$ cat src/cpe_pkg.sv
// Shared types and constants for the constrained permutation enumerator.
// Holds the request/result beat structs and the controller/datapath interface.
// No dependencies.
package cpe_pkg;

   localparam int ITEM_W  = 4;
   localparam int COUNT_W = 5;
   localparam int MASK_W  = 16;

   localparam logic [COUNT_W-1:0] COUNT_RESET = 5'd16;

   // Request actions
   typedef enum logic [1:0] {
      ACT_ADD     = 2'd0,
      ACT_CLEAR   = 2'd1,
      ACT_RESTART = 2'd2,
      ACT_NEXT    = 2'd3
   } action_type;

   typedef struct packed {
      action_type          action;
      logic [ITEM_W-1:0]   before_item;
      logic [ITEM_W-1:0]   after_item;
   } req_type;

   typedef struct packed {
      logic [ITEM_W-1:0]   position;
      logic [ITEM_W-1:0]   item_value;
      logic                last;
      logic                done_res;
   } rsp_type;

   // Datapath operations issued by the controller
   typedef enum logic [3:0] {
      OP_NONE,
      OP_ADD,
      OP_CLEAR,
      OP_RESTART,
      OP_CAND_ZERO,
      OP_POP,
      OP_CAND_NEXT,
      OP_CLOS_INIT,
      OP_CLOS_STEP,
      OP_PLACE,
      OP_EXHAUST,
      OP_EMIT,
      OP_DONE
   } op_type;

   typedef struct packed {
      op_type op;
   } cmd_type;

   typedef struct packed {
      logic exhausted;
      logic at_full;
      logic level_zero;
      logic cand_out;
      logic cand_ok;
      logic clos_stable;
      logic clos_complete;
      logic place_last;
      logic emit_last;
   } stat_type;

endpackage

$ cat src/cpe_dpath.sv
// Datapath of the permutation enumerator: precedence table, placement stack,
// used set, reachability closure and result beat register. Uses cpe_pkg.
module cpe_dpath import cpe_pkg::*; #(
   parameter int MAX_ITEMS = 16
) (
   input  logic               clock,
   input  logic               reset,
   input  cmd_type            cmd,
   input  req_type            req_data,
   input  logic               csr_we,
   input  logic [COUNT_W-1:0] csr_data,
   output stat_type           stat,
   output logic               rsp_valid,
   output rsp_type            rsp_data
);

   localparam int CAP   = (MAX_ITEMS < 16) ? MAX_ITEMS : 16;
   localparam int IDX_W = $clog2(CAP);
   localparam logic [COUNT_W-1:0] CAP_N = COUNT_W'(CAP);
   localparam logic [CAP-1:0] ONE_HOT0 = {{(CAP-1){1'b0}}, 1'b1};

   logic [MASK_W-1:0]  mask_ff   [CAP];
   logic [ITEM_W-1:0]  placed_ff [CAP];
   logic [CAP-1:0]     used_ff;
   logic [CAP-1:0]     set_ff;
   logic [CAP-1:0]     set_in;
   logic [COUNT_W-1:0] level_ff;
   logic [COUNT_W-1:0] cand_ff;
   logic [ITEM_W-1:0]  k_ff;
   logic               exh_ff;
   logic [COUNT_W-1:0] count_ff;
   logic               rsp_valid_ff;
   rsp_type            rsp_data_ff;

   logic [COUNT_W-1:0] item_n;
   logic [CAP-1:0]     full;
   logic [CAP-1:0]     ready_used;
   logic [CAP-1:0]     grow;
   logic [MASK_W-1:0]  used16;
   logic [MASK_W-1:0]  set16;
   logic [IDX_W-1:0]   cand_idx;
   logic [CAP-1:0]     cand_bit;
   logic [COUNT_W-1:0] level_dec;
   logic [IDX_W-1:0]   rd_idx;
   logic [ITEM_W-1:0]  rd_val;
   logic [CAP-1:0]     pop_bit;
   logic [COUNT_W-1:0] pop_cand;
   logic               restart;

   // Effective item count, saturated to 1..CAP
   always_comb begin
      if (count_ff == '0) begin
         item_n = COUNT_W'(1);
      end else if (count_ff > CAP_N) begin
         item_n = CAP_N;
      end else begin
         item_n = count_ff;
      end
   end

   assign used16 = MASK_W'(used_ff);
   assign set16  = MASK_W'(set_ff);

   // Per item: in range, predecessors covered by the used set and by the closure set
   always_comb begin
      for (int i = 0; i < CAP; i++) begin
         full[i]       = COUNT_W'(i) < item_n;
         ready_used[i] = (mask_ff[i] & ~used16) == '0;
         grow[i]       = full[i] && !set_ff[i] && ((mask_ff[i] & ~set16) == '0);
      end
   end

   // One closure pass: add every item whose predecessors are all in the set
   assign set_in = set_ff | grow;

   assign cand_idx = cand_ff[IDX_W-1:0];
   assign cand_bit = ONE_HOT0 << cand_idx;

   // Stack read: top entry on pop, emit index otherwise
   assign level_dec = level_ff - COUNT_W'(1);
   assign rd_idx    = (cmd.op == OP_POP) ? level_dec[IDX_W-1:0] : k_ff[IDX_W-1:0];
   assign rd_val    = placed_ff[rd_idx];
   assign pop_bit   = ONE_HOT0 << rd_val[IDX_W-1:0];
   assign pop_cand  = {1'b0, rd_val} + COUNT_W'(1);

   assign stat.exhausted     = exh_ff;
   assign stat.at_full       = level_ff == item_n;
   assign stat.level_zero    = level_ff == '0;
   assign stat.cand_out      = cand_ff >= item_n;
   assign stat.cand_ok       = !used_ff[cand_idx] && ready_used[cand_idx];
   assign stat.clos_stable   = set_in == set_ff;
   assign stat.clos_complete = (set_ff & full) == full;
   assign stat.place_last    = (level_ff + COUNT_W'(1)) == item_n;
   assign stat.emit_last     = ({1'b0, k_ff} + COUNT_W'(1)) == item_n;

   assign restart = csr_we || cmd.op == OP_ADD || cmd.op == OP_CLEAR
                 || cmd.op == OP_RESTART;

   // Control state: table, used set, level, exhausted flag, count, strobe
   always_ff @(posedge clock) begin
      if (reset) begin
         for (int i = 0; i < CAP; i++) begin
            mask_ff[i] <= '0;
         end
         used_ff      <= '0;
         level_ff     <= '0;
         exh_ff       <= 1'b0;
         count_ff     <= COUNT_RESET;
         rsp_valid_ff <= 1'b0;
      end else begin
         rsp_valid_ff <= 1'b0;
         if (csr_we) begin
            count_ff <= csr_data;
         end
         case (cmd.op)
            OP_ADD: begin
               if ({1'b0, req_data.after_item} < CAP_N) begin
                  mask_ff[req_data.after_item[IDX_W-1:0]] <=
                     mask_ff[req_data.after_item[IDX_W-1:0]]
                     | (MASK_W'(1) << req_data.before_item);
               end
            end
            OP_CLEAR: begin
               for (int i = 0; i < CAP; i++) begin
                  mask_ff[i] <= '0;
               end
            end
            OP_POP: begin
               level_ff <= level_dec;
               used_ff  <= used_ff & ~pop_bit;
            end
            OP_PLACE: begin
               level_ff <= level_ff + COUNT_W'(1);
               used_ff  <= used_ff | cand_bit;
            end
            OP_EXHAUST: begin
               exh_ff <= 1'b1;
            end
            OP_EMIT, OP_DONE: begin
               rsp_valid_ff <= 1'b1;
            end
            default: begin
            end
         endcase
         if (restart) begin
            used_ff  <= '0;
            level_ff <= '0;
            exh_ff   <= 1'b0;
         end
      end
   end

   // Payload: stack entries, candidate, closure set, emit index, result beat
   always_ff @(posedge clock) begin
      case (cmd.op)
         OP_CAND_ZERO: begin
            cand_ff <= '0;
         end
         OP_POP: begin
            cand_ff <= pop_cand;
         end
         OP_CAND_NEXT: begin
            cand_ff <= cand_ff + COUNT_W'(1);
         end
         OP_CLOS_INIT: begin
            set_ff <= used_ff | cand_bit;
         end
         OP_CLOS_STEP: begin
            set_ff <= set_in;
         end
         OP_PLACE: begin
            placed_ff[level_ff[IDX_W-1:0]] <= cand_ff[ITEM_W-1:0];
            cand_ff <= '0;
            k_ff    <= '0;
         end
         OP_EMIT: begin
            rsp_data_ff.position   <= k_ff;
            rsp_data_ff.item_value <= rd_val;
            rsp_data_ff.last       <= stat.emit_last;
            rsp_data_ff.done_res   <= 1'b0;
            k_ff <= k_ff + ITEM_W'(1);
         end
         OP_DONE: begin
            rsp_data_ff.position   <= '0;
            rsp_data_ff.item_value <= '0;
            rsp_data_ff.last       <= 1'b1;
            rsp_data_ff.done_res   <= 1'b1;
         end
         default: begin
         end
      endcase
   end

   assign rsp_valid = rsp_valid_ff;
   assign rsp_data  = rsp_data_ff;

   // A done beat is always a final beat at position zero
   assert property (@(posedge clock) disable iff (reset)
      rsp_valid && rsp_data.done_res |-> rsp_data.last && rsp_data.position == '0)
      else $error("done beat malformed");

   // Stack depth never exceeds the item count
   assert property (@(posedge clock) disable iff (reset) level_ff <= item_n)
      else $error("stack level above item count");

   // Used set tracks the stack exactly
   assert property (@(posedge clock) disable iff (reset)
      $countones(used_ff) == int'(level_ff))
      else $error("used set out of step with stack level");

endmodule

$ cat src/cpe_ctrl.sv
// Controller state machine of the permutation enumerator: decodes requests and
// steps the search, closure and result beats. Uses cpe_pkg.
module cpe_ctrl import cpe_pkg::*; (
   input  logic       clock,
   input  logic       reset,
   input  logic       start,
   input  action_type action,
   input  stat_type   stat,
   output cmd_type    cmd,
   output logic       busy
);

   typedef enum logic [2:0] {
      S_IDLE,
      S_SCAN,
      S_CLOS,
      S_EMIT,
      S_DONE
   } state_type;

   state_type state_ff;
   state_type state_in;
   logic      accept;

   assign busy   = state_ff != S_IDLE;
   assign accept = start && !busy;

   // Next state and datapath operation
   always_comb begin
      state_in = state_ff;
      cmd.op   = OP_NONE;
      case (state_ff)
         S_IDLE: begin
            if (accept) begin
               case (action)
                  ACT_ADD:     cmd.op = OP_ADD;
                  ACT_CLEAR:   cmd.op = OP_CLEAR;
                  ACT_RESTART: cmd.op = OP_RESTART;
                  ACT_NEXT: begin
                     if (stat.exhausted) begin
                        state_in = S_DONE;
                     end else begin
                        cmd.op   = stat.at_full ? OP_POP : OP_CAND_ZERO;
                        state_in = S_SCAN;
                     end
                  end
                  default: cmd.op = OP_NONE;
               endcase
            end
         end
         // Try one candidate per cycle until one passes to the closure, backtrack when none is left
         S_SCAN: begin
            if (stat.cand_out) begin
               if (stat.level_zero) begin
                  cmd.op   = OP_EXHAUST;
                  state_in = S_DONE;
               end else begin
                  cmd.op = OP_POP;
               end
            end else if (stat.cand_ok) begin
               cmd.op   = OP_CLOS_INIT;
               state_in = S_CLOS;
            end else begin
               cmd.op = OP_CAND_NEXT;
            end
         end
         // Grow the closure until stable, then place or reject the candidate
         S_CLOS: begin
            if (!stat.clos_stable) begin
               cmd.op = OP_CLOS_STEP;
            end else if (stat.clos_complete) begin
               cmd.op   = OP_PLACE;
               state_in = stat.place_last ? S_EMIT : S_SCAN;
            end else begin
               cmd.op   = OP_CAND_NEXT;
               state_in = S_SCAN;
            end
         end
         S_EMIT: begin
            cmd.op = OP_EMIT;
            if (stat.emit_last) begin
               state_in = S_IDLE;
            end
         end
         S_DONE: begin
            cmd.op   = OP_DONE;
            state_in = S_IDLE;
         end
         default: begin
            state_in = S_IDLE;
         end
      endcase
   end

   always_ff @(posedge clock) begin
      if (reset) begin
         state_ff <= S_IDLE;
      end else begin
         state_ff <= state_in;
      end
   end

   // Only a next request makes the block busy
   assert property (@(posedge clock) disable iff (reset)
      $rose(busy) |-> $past(start) && $past(action) == ACT_NEXT)
      else $error("busy without a next request");

   // No candidate scan once the list is used up
   assert property (@(posedge clock) disable iff (reset)
      state_ff == S_SCAN |-> !stat.exhausted)
      else $error("scan while exhausted");

endmodule

$ cat src/constrained_permutation_enumerator.sv
// Top level of the constrained permutation enumerator: joins controller and
// datapath. Uses cpe_pkg, cpe_ctrl and cpe_dpath.
// Setup actions (add, clear, restart) and register writes take effect in the accept cycle.
// A next request scans one candidate per cycle; each accepted candidate grows a
// closure until it is stable; backtracking pops one level per cycle.
// Results follow as one beat per item of the saturated count, one per cycle, or one done beat.
// Reset is synchronous; it clears the table and stack and sets the count to 16. Results cannot be held off.
module constrained_permutation_enumerator import cpe_pkg::*; #(
   parameter int MAX_ITEMS = 16
) (
   input  logic               clock,
   input  logic               reset,
   input  logic               start,
   output logic               busy,
   input  req_type            req_data,
   output logic               rsp_valid,
   output rsp_type            rsp_data,
   input  logic               csr_valid,
   output logic               csr_ready,
   input  logic [COUNT_W-1:0] csr_data
);

   cmd_type  cmd;
   stat_type stat;

   // Take register writes only when no request is in flight or being offered
   assign csr_ready = !busy && !start;

   cpe_ctrl u_ctrl (
      .clock  (clock),
      .reset  (reset),
      .start  (start),
      .action (req_data.action),
      .stat   (stat),
      .cmd    (cmd),
      .busy   (busy)
   );

   cpe_dpath #(
      .MAX_ITEMS (MAX_ITEMS)
   ) u_dpath (
      .clock     (clock),
      .reset     (reset),
      .cmd       (cmd),
      .req_data  (req_data),
      .csr_we    (csr_valid && csr_ready),
      .csr_data  (csr_data),
      .stat      (stat),
      .rsp_valid (rsp_valid),
      .rsp_data  (rsp_data)
   );

endmodule
$ cat config.mk
export PLATFORM = sky130hd
export DESIGN_NAME = constrained_permutation_enumerator
export DESIGN_NICKNAME = d
export VERILOG_FILES = /design/src/cpe_pkg.sv /design/src/cpe_dpath.sv /design/src/cpe_ctrl.sv /design/src/constrained_permutation_enumerator.sv
export SDC_FILE = /design/constraint.sdc
export NUM_CORES = 1
export LEC_CHECK = 0
export BUFFER_PORTS_ARGS = -buffer_cell sky130_fd_sc_hd__buf_2
export CELL_PAD_IN_SITES_DETAIL_PLACEMENT = 1
export CELL_PAD_IN_SITES_GLOBAL_PLACEMENT = 1
export CORE_MARGIN = 10
export CORE_UTILIZATION = 52
export DETAILED_ROUTE_END_ITERATION = 6
export GPL_TIMING_DRIVEN = 1
export MAX_ROUTING_LAYER = met4
export PLACE_DENSITY_LB_ADDON = 0.1
export SKIP_LAST_GASP = 1
export SLEW_MARGIN = 20
export SYNTH_ARGS = -nofsm -noshare
export SYNTH_HDL_FRONTEND = slang
export SYNTH_HIERARCHICAL = 1
export SYNTH_SLANG_ARGS = --single-unit
export TNS_END_PERCENT = 10
$ cat constraint.sdc
create_clock -name clock -period 6.5 [get_ports clock]
set_input_delay 0.65 -clock clock [delete_from_list [all_inputs] [get_ports clock]]
set_output_delay 0.65 -clock clock [all_outputs]
set_load 0.03 [all_outputs]
## After elaboration in Yosys (flattened, before gate mapping)

Memories as Yosys holds them, arrays and structs flattened.
Cells that the tools add are included.

| word-level totals | value |
|---|---|
| bits in registers | 66 |
| memory bits (writable) | 320 |
| logic and storage cells | 298 |
| input port bits | 19 |
| memories | 2 |

| operators by class | value |
|---|---|
| equality and inequality tests | 30 |
| muxes and demuxes | 64 |
| reduce and logical (&&, ||, !) cells | 105 |
| bitwise logic cells | 56 |
| shift-type cells | 3 |
| $lt $le $gt $ge | 19 |
| add/subtract/negate cells | 6 |

Memories:

| name | depth | bits a word | rd ports | clocked after Yosys merged registers in | write ports | line | RTL |
|---|---|---|---|---|---|---|---|
| u_dpath.mask_ff | 16 | 16 | 17 | 0 | 16 | cpe_dpath.sv:22 | `logic [MASK_W-1:0] mask_ff [CAP];` |
| u_dpath.placed_ff | 16 | 4 | 1 | 0 | 1 | cpe_dpath.sv:23 | `logic [ITEM_W-1:0] placed_ff [CAP];` |

Operators by type and width:

| operator | count |
|---|---|
| AND 16 bit | 34 |
| logical NOT 16 bit | 32 |
| 2-to-1 mux 16 bit | 17 |
| one-hot mux 16 bit (2 select lines) | 2 |
| inverter 16 bit | 3 |
| OR 16 bit | 3 |
| << shifter 1 x 4 -> 16 bit, first input constant | 3 |
| less-than comparator 4 x 5 -> 1 bit, first input constant | 8 |
| logical AND 1 bit | 36 |
| == test 16 bit | 2 |
| 2-to-1 mux 4 bit | 8 |
| 2-to-1 mux 3 bit | 9 |
| == test 4 bit, second input constant | 5 |
| less-than comparator 3 x 5 -> 1 bit, first input constant | 4 |
| one-hot mux 10 bit (2 select lines) | 1 |
| one-hot mux 4 bit (5 select lines) | 1 |
| logical NOT 1 bit | 19 |
| == test 4 x 3 -> 1 bit, second input constant | 4 |
| 2-to-1 mux 1 bit | 16 |
| OR 1 bit | 16 |
| one-hot mux 4 bit (4 select lines) | 1 |
| OR reduction 16 bit | 1 |
| == test 5 bit | 3 |
| one-hot mux 5 bit (3 select lines) | 1 |
| 33 further kinds | 54 |

## Logic depth before layout (Yosys ltp)

An unclocked memory read counts as a cell.

| depth | value |
|---|---|
| word-level depth | 17 |
| mapped depth | 27 |
| gate-level depth less buffers | 22 |

## Cells and area by module

The synthesis kept the hierarchy.

By module, submodules not included:

| module | area an instance (um^2) | cells each | instances |
|---|---|---|---|
| cpe_dpath | 20,644.8 | 1,810 | 1 |
| cpe_ctrl | 404.1 | 54 | 1 |
| constrained_permutation_enumerator | 16.3 | 2 | 1 |

## Least setup slack after synthesis

Ideal clock, no wire load.

| timing path | value |
|---|---|
| path kind | register -> register |
| from | reg u_dpath.count_ff[2] |
| to | reg u_dpath.cand_ff[4] (data pin) |
| required time | 6.240 ns |
| setup time | 0.260 ns |
| stages on the path, launching flop included | 26 |
| path buffers | 4 |
| arrival | 5.157 ns |
| setup slack | 1.083 ns |
| cells stage by stage | dfxtp_1 > clkbuf_1 > nor3_1 > o21ai_0 > inv_1 > ha_1 > nand2b_1 > a21o_1 > a21oi_1 > nor2b_1 > o21ai_0 > nand2b_1 > a211oi_1 > nand2_1 > o221ai_1 > buf_2 > and4bb_1 > buf_2 > mux2i_1 > clkbuf_1 > a2111oi_0 > nor4_2 > a21oi_2 > ha_1 > nand3_1 > mux2_4 |

RTL lines:

| what | line | RTL |
|---|---|---|
| from (decl) | cpe_dpath.sv:31 | `logic [COUNT_W-1:0] count_ff;` |
| from (signal assigned) | cpe_dpath.sv:113 | `count_ff <= csr_data;` |
| to (signal assigned) | cpe_dpath.sv:160 | `cand_ff <= pop_cand;` |
| to (signal assigned) | cpe_dpath.sv:163 | `cand_ff <= cand_ff + COUNT_W'(1);` |
| to (decl) | cpe_dpath.sv:28 | `logic [COUNT_W-1:0] cand_ff;` |

==> summary.md <==
| Metric | Value |
|---|---|
| DR DRC count | `0` |
| Clock root buffer | `clkbuf_16` |
| Die ar. | `approximately 0.05 mm^2` |
| RSZ-0062 raised after global routing | `yes` |
| Total gr overflow | `0` |
| Die width | `221 um` |
| LEAKAGE | `8.50 nW` |
| Layout cell share with drive strength beyond 1 | `0.174` |
| HPWL after detailed placement | `around 71000 um` |
| Cell family with most CP delay | `compound AO/OA/AOI/OAI gates` |
| Nets@finish | `about 2000` |
| Synth Register Bits | `between 300 and 400` |
| Placeable Area | `0.0399 mm^2` |
| Synthesized cell area | `between 0.02 and 0.025 mm^2` |
| Critical-path cell list | `inv_1 > a221oi_1 > nand4_1 > a22oi_1 > o211ai_1 > o21ai_0 > a32o_1 > nor2_1 > o221ai_1 > and4bb_1 > buf_12 > mux2i_1 > buf_4 > nor2_1 > a22oi_1 > a21oi_1 > nor3_2 > ha_1 > nand3_1 > mux2_4` |
| Post-synth EDFFs | `between 300 and 400` |
| Worst slack, placed | `between 0.07 and 0.08 ns` |
| Max Root-Sink Buffers | `3` |
| Max rail drop VDD | `approximately 0.00032 V` |
| Fmax achieved | `between 150 and 200 MHz` |
| Initial Utilization | `0.528` |
| Fillers | `just over 4000` |
| Outcome | `completed` |
| Max-slew violation count | `0` |
| Yosys warnings | `6` |
| CTS clk-pin slew, worst paths | `about 0.060 ns` |
| Die Ht | `between 200 and 250 um` |
| First-pass iteration count of the detailed router | `6` |
| Max Cap Viol | `0` |
| TritonCTS buffer count | `42` |
| Vias in the first global route | `19300` |
| Kind of critical path | `reg2reg` |
| CP Launch Type | `register` |
| Hold WS | `0.311 ns` |
| Inst Count DP | `2404` |
| Worst Hold Class | `in2reg` |
| Worst setup margin | `0.101 ns` |
| Wire length per cell | `around 40 um` |
| Async SR Flop Fraction | `0` |
| Data arrival time of the worst path | `6.73 ns` |
| GRT Util Overall | `0.404` |
| Sequential share of the synthesized area | `0.536` |
| GP Congestion | `approximately 1.1` |
| CP endpoint kind | `register` |
| Util after Layout | `0.597` |
| Most common flop cell mapped by yosys | `edfxtp_1` |
| Setup-failing EPs final | `0` |
| Placed Area | `approximately 0.022 mm^2` |
| Clk_lat worst skew | `~0.6 ns` |
| Pin count of the biggest net entering global routing | `35` |
| CP max-delay cell | `inv_1` |
| First-pass GRT wire length | `approximately 140000 um` |
| Final Hold Viols | `0` |
| Syn_area_per_cell | `between 10 and 15 um^2` |
| Vias/cell | `7.71` |
| Critical path data required time | `roughly 6.8 ns` |
| Post-synth cell types | `between 70 and 80` |
| # IOs | `32` |
| Finished Layout Cells | `roughly 2500` |
| Routed Wire Length | `~100000 um` |
| Post-Syn Instances | `between 1500 and 2000` |
| P per Cell Area | `approximately 520 mW/mm^2` |
| DRT iter0 DRCs | `between 3000 and 4000` |
| Cell area after layout | `roughly 0.024 mm^2` |
| Vias post-DR | `19200` |
| DRT antenna net count | `0` |
| Max incr delay on CP | `~0.60 ns` |
| P&R area growth vs syn | `13.1%` |
| Clock sinks | `around 390` |
| Port Buffers | `31` |
| Number of hold buffers added after cts | `0` |
| Initial antenna violation count | `3` |
| Synth Net Count | `around 1900` |
| Relative slew slack | `0.136` |
| Slew at the pin with the worst max-slew slack | `1.29 ns` |
| # H-tree levels | `2` |
| Crit path buffers/inverters | `3` |
| Cell row count | `73` |
| Critical Path Fanout Max | `18` |
| CTS tree | `yes` |
| Setup Skew | `between 0.02 and 0.025 ns` |
| Min Tclk post-route | `6.40 ns` |
| Final Cycle Share | `0.984` |
## placed cells by master (no fill, tap or decap), types with 12 or more instances in the layout
| master | instances |
|---|---|
| mux2_2 | 12 |
| nand2_1 | 108 |
| nor2_1 | 344 |
| edfxtp_1 | 355 |
| a21oi_1 | 82 |
| mux2i_1 | 38 |
| a22o_1 | 110 |
| o22ai_1 | 24 |
| ha_1 | 14 |
| buf_4 | 119 |
| a211oi_1 | 14 |
| a22oi_1 | 38 |
| nand2b_1 | 25 |
| a221oi_1 | 98 |
| dfxtp_1 | 28 |
| mux4_2 | 68 |
| nor2b_1 | 26 |
| nor3_1 | 23 |
| buf_2 | 30 |
| a2111oi_0 | 16 |
| nand4_1 | 30 |
| nand3_1 | 32 |
| clkbuf_16 | 42 |
| o21ai_0 | 13 |
| inv_1 | 70 |
## timing repair
item,in CTS,in global routing
pin swaps,0,1
buffers inserted,0,2
gates resized for setup,2,7
setup endpoints to repair,1,19
## synthesized netlist by cell type, types with 7 or more instances
cell | instances | area, um^2
edfxtp_1 | 355 | 10700
nor2_1 | 344 | 1290
a22o_1 | 110 | 963
nand2_1 | 108 | 405
a221oi_1 | 98 | 858
clkbuf_1 | 98 | 368
a21oi_1 | 94 | 470
inv_1 | 70 | 263
mux4_2 | 68 | 1530
a22oi_1 | 38 | 285
mux2i_1 | 38 | 380
nand3_1 | 32 | 160
dfxtp_1 | 31 | 621
nand4_1 | 30 | 188
nor2b_1 | 26 | 163
nand2b_1 | 25 | 156
nor3_1 | 24 | 120
o22ai_1 | 24 | 150
buf_2 | 23 | 115
a211oi_1 | 20 | 150
a2111oi_0 | 17 | 149
o21ai_0 | 15 | 75.1
ha_1 | 14 | 175
mux2_2 | 12 | 135
and2_1 | 11 | 68.8
xnor2_1 | 11 | 96.3
buf_1 | 10 | 37.5
nor4_1 | 8 | 50.1
a221o_1 | 7 | 70.1
xor2_1 | 7 | 61.3
## final cells by class
cell class                 count  area (um^2)  area share
sequential                   386        11300       0.474
multi-input combinational   1268         9080       0.381
timing repair buffer         153         1120      0.0472
clock buffer                  44         1070      0.0448
tap                          525          657      0.0276
clock inverter                32          329      0.0138
inverter                      74          278      0.0117
antenna                        3         7.51    0.000315
## final timing paths
path / depth (start not counted) / to / slack [ns] / from
setup / recovery: 20 / u_dpath/cand_ff[4]$_SDFFCE_PP0P_ / 0.10 / u_dpath/used16[11]$_SDFFE_PP0P_
hold / removal: 3 / u_dpath/count_ff[0]$_SDFFE_PP0P_ / 0.31 / csr_data[0]
setup reg to reg: 20 / u_dpath/cand_ff[4]$_SDFFCE_PP0P_ / 0.10 / u_dpath/used16[11]$_SDFFE_PP0P_
hold reg to reg: 2 / u_dpath/exh_ff$_SDFFE_PP0N_ / 0.59 / u_dpath/exh_ff$_SDFFE_PP0N_
## per-layer routing
metal  track usage  share of wire  vias up
met5             -              0        -
met4         0.237          0.074        0
met3         0.125           0.14      453
met2         0.585           0.43     1747
met1         0.492           0.35     9602
li1              -              -     7362
## tightest hold or removal path: cells and delay by family
kind	cells	cell delay, ns
AND/OR/NAND/NOR	1	0.08
buffers and inverters	1	0.07
multiplexers	1	0.06
## stage by stage
stage | power (mW) | setup TNS (ns)
after global routing | 12.5 | -0.00978
after detailed placement | 9.46 | 0
after global placement | 9.36 | 0
after floorplan | 7.08 | 0
final | 12.3 | 0
after CTS | 11.9 | 0
## state kept, by name, indices dropped and copies added (netlist names)
name               cells
u_dpath/exh_ff         1
u_dpath/used16        16
u_dpath/k_ff           4
u_dpath/mask_ff      256
u_dpath/cand_ff        5
u_ctrl/state_ff        3
u_dpath/rsp_data      10
u_dpath/set16         16
u_dpath/count_ff       5
u_dpath/placed_ff     64
u_dpath/level_ff       5
u_dpath/rsp_valid      1
## cell families (layout without fill, tap and decap cells)
family,after synthesis,in the layout,synth area share
AOI/OAI and AO/OA,473,473,0.171
buffers and inverters,212,303,0.0416
adders and majority gates,14,14,0.00832
xor gates and xnor gates,18,18,0.00748
and+or+nand+nor,643,643,0.137
other,0,3,0
muxes,120,120,0.0990
DFF,386,386,0.536
## power breakdown
| group | switching [mW] | leakage [nW] | internal [mW] |
|---|---|---|---|
| clock network | 1.06 | 0.679 | 1.40 |
| registers | 1.15 | 3.87 | 3.86 |
| logic | 3.17 | 3.96 | 1.66 |
No activity file was read; power rests on OpenSTA's default activity.
